$ cat config.mk
export PLATFORM = sky130hd
export DESIGN_NAME = dvd_ctrl
export DESIGN_NICKNAME = d
export VERILOG_FILES = /design/src/hw/rtl/dvd_pkg.sv /design/src/hw/rtl/dvd_ctrl.sv
export SDC_FILE = /design/constraint.sdc
export NUM_CORES = 1
export LEC_CHECK = 0
export ABC_AREA = 1
export BUFFER_PORTS_ARGS = -buffer_cell sky130_fd_sc_hd__buf_2
export CAP_MARGIN = 20
export CORE_AREA = 2 2 39 41
export DETAILED_ROUTE_END_ITERATION = 16
export DIE_AREA = 0 0 41 43
export GPL_ROUTABILITY_DRIVEN = 0
export SKIP_LAST_GASP = 1
export SYNTH_ARGS = -nofsm -noshare
export SYNTH_HDL_FRONTEND = slang
export SYNTH_SLANG_ARGS = --single-unit
$ cat constraint.sdc
create_clock -name clk -period 1.2 [get_ports clk]
set_clock_uncertainty 0.2 [all_clocks]
set_input_delay 0.24 -clock clk [delete_from_list [all_inputs] [get_ports clk]]
set_output_delay 0.24 -clock clk [all_outputs]
set_load 0.05 [all_outputs]
$ cat src/hw/rtl/dvd_pkg.sv
package dvd_pkg;

  localparam int VALUE_W = 32;

  typedef logic signed [VALUE_W-1:0] value_t;

  typedef struct packed {
    logic load;
    logic scan;
    logic emit;
  } dvd_cmd_t;

  typedef struct packed {
    logic scan_done;
    logic last;
    logic out_free;
  } dvd_status_t;

endpackage

$ cat src/hw/rtl/dvd_ctrl.sv
module dvd_ctrl (
  input  logic                 clk,
  input  logic                 rst_n,
  input  logic                 in_valid,
  output logic                 in_ready,
  input  dvd_pkg::dvd_status_t status,
  output dvd_pkg::dvd_cmd_t    cmd
);
  import dvd_pkg::*;

  localparam logic [1:0] ST_IDLE = 2'd0;
  localparam logic [1:0] ST_SCAN = 2'd1;
  localparam logic [1:0] ST_FIN  = 2'd2;

  logic [1:0] state_r, state_nxt;

  always_comb begin
    state_nxt = state_r;
    cmd       = '0;
    in_ready  = 1'b0;
    case (state_r)
      ST_IDLE: begin
        in_ready = 1'b1;
        if (in_valid) begin
          cmd.load  = 1'b1;
          state_nxt = ST_SCAN;
        end
      end
      ST_SCAN: begin
        cmd.scan = 1'b1;
        if (status.scan_done) begin
          state_nxt = status.last ? ST_FIN : ST_IDLE;
        end
      end
      ST_FIN: begin
        if (status.out_free) begin
          cmd.emit  = 1'b1;
          state_nxt = ST_IDLE;
        end
      end
      default: begin
        state_nxt = ST_IDLE;
      end
    endcase
  end

  always_ff @(posedge clk) begin
    if (!rst_n) begin
      state_r <= ST_IDLE;
    end else begin
      state_r <= state_nxt;
    end
  end

endmodule

==> out/metrics.cfg <==
[cts]
cts_made_buffers = 3
clk_pin_slew_worst_paths_ns = 0.03
root_buffer = clkbuf_4
clkLatencyLatePin_ns = 0.22
clock_sinks = 2
cts_max_level = 1
cts_tree = done
clock_path_buffers = 2

[worst_hold_path]
hold_path.class = input port to flop
hold_depth = 2

[setup_path]
critPathMaxStageDelay_ns = 0.36
critPathKind = flop to output pin
cp_cell_sequence = nor2_4 > nand2_2 > clkinvlp_4 > buf_8
arrival_ns = 0.98
worstSetupStartpointType = flop
worstRegToRegCells = 5
crit_fanout = 5
worst_ep_required_time_ns = 0.76
endpoint_kind = output pin
cp_slowest_cell = dfxtp_4

[sta]
setup_ws_ns = -0.221
fin_crit_sh_pct = 118
fmax_ghz = 0.704
setup_viol = 4
worst_slew_pin_slew_ns = 0.132
min_period_ns = 1.42
relSlewSlack_pct = 91.2
rsz0062_at_grt = yes
hold_violations = 0
drv_slew = 0

[yosys]
synth-seq-cells = 2
syn_avg_cell_area_sq_um = 6.26
synth-seq-area-share_pct = 32.0
syn_area_sq_um = 125
yosysUniqueCellTypes = 10
netlist_instances = 20
syn_nets = 26
yosys_warnings = 0

[detailed_routing]
dr.first_iter.drc_count = 3
viasPerCell = 3.40
drc = 0
ant_nets = 0
drt_first_pass_iters = 2
wl_per_cell_microns = 7.11
vias = 180
wirelength_microns = 377

[run_status]
failed_checks = setup timing
outcome = complete, but fails checks

[floorplanning]
fp.dieArea_sq_mm = 0.00176
core_sq_mm = 0.00138
die_w_microns = 41
ioPinCount = 10
initial_utilization_pct = 9.04
die_y_microns = 43
rows = 14

[global_routing]
grt_pass1_vias = 195
track_usage_pct = 5.91
overflow = 0
antenna_found_initial = 0
grt_pass1_wl_microns = 614
grt_max_degree = 6

[pwr]
p_int_uw = 235
swShare_pct = 32.2
clockPowerShare_pct = 43.6
powerDensity_mw_per_mm2 = 1100
vdd_drop_max_mv = 0.302
p_leak_nw = 0.150
pwr-share-comb_pct = 34.0
power.switching_uw = 112
power_frac_seq_pct = 22.5

[final_layout]
largest_registers = state_r (2)
final_nets = 45
final_cells = 53
largest_reg_flops = 2
diodes = 0
utilization_pct = 22.7
drive_gt1_share_pct = 70.3
regMostFlops = state_r
area_growth_syn_to_layout_pct = 151

[place]
port_buffers = 9
placedCellCount = 48

[flow_run]
maxCapViolCount = 0

Yosys cell counts, drive strengths merged:
cell | count | area share, %
nor2 | 3 | 11
dfxtp | 2 | 32
nand3b | 1 | 6.0
inv | 6 | 18
nand2 | 3 | 11
nor3 | 1 | 4.0
nand3 | 3 | 12
a21boi | 1 | 6.0
worst paths after layout:
check | start | slack, ns | endpoint
max | state_r[0] | -0.22 | cmd[2]
min | rst_n | 0.06 | state_r[0]
max reg2reg | state_r[0] | 0.02 | state_r[0]
min reg2reg | state_r[0] | 0.39 | state_r[0]
cell families (layout without fill, tap and decap cells):
group,after synthesis,after routing,synth area share (%)
simple gates,11,11,44.0
buf+inv,6,23,18.0
flops,2,2,32.0
compound gates,1,1,6.00
critical path, delay by kind of cell, from the launching register on:
| kind | cells | cell delay [ns] |
|---|---|---|
| buf+inv | 2 | 0.20 |
| flops | 1 | 0.36 |
| simple gates | 2 | 0.19 |
power by group through the flow:
stage | Clock, mW | Sequential [mW] | Combinational (mW)
after floorplan | 0 | 0.0789 | 0.0609
after global placement | 0 | 0.0794 | 0.0872
after detailed placement | 0 | 0.0796 | 0.0875
after CTS | 0.158 | 0.0781 | 0.116
after global routing | 0.162 | 0.0787 | 0.126
final | 0.151 | 0.0778 | 0.118
cell usage in the layout, fill, tap and decap left out, drive strengths merged:
cell type,instances
buf,14
dfxtp,2
nand3,3
clkinvlp,1
clkbuf,3
nor3,1
inv,5
nand2,3
nor2,3
nand3b,1
a21boi,1
metrics by stage:
| step | setup TNS [ns] | power [mW] | setup WS, ns | hold slack, ns | cell area (sq um) |
|---|---|---|---|---|---|
| floorplan | -0.471 | 0.140 | -0.213 | 0.172 | 150 |
| global placement | -0.197 | 0.167 | -0.0834 | 0.296 | 238 |
| detailed placement | -0.203 | 0.167 | -0.0888 | 0.301 | 238 |
| CTS | -0.884 | 0.353 | -0.235 | 0.0593 | 310 |
| global route | -1.05 | 0.367 | -0.272 | 0.0761 | 314 |
| finish | -0.824 | 0.347 | -0.221 | 0.0626 | 314 |
per-layer routing:
| layer | vias up | global-route usage [%] | wire length, microns |
|---|---|---|---|
| met4 | 0 | 8.00 | 0 |
| met3 | 0 | 3.14 | 42 |
| met5 | - | 0 | 0 |
| met2 | 7 | 8.13 | 193 |
| li1 | 95 | - | - |
| met1 | 78 | 4.79 | 141 |
cell type report:
type / instances / area [sq um]
fillers: 156 / 1070
repair buffers: 14 / 115
multi-input cells: 12 / 85.1
flip-flops and latches: 2 / 45.0
inverters: 6 / 26.3
clock buffers: 3 / 22.5
well taps: 16 / 20.0
timing repair:
action,in CTS,in global routing
endpoints found under the hold margin,0,0
endpoints found under the setup margin,4,5
pin swaps,0,0
gates resized for setup,12,1
setup buffers,2,0
hold buffers,0,0
Note: power is estimated with default switching activity, not from simulation.
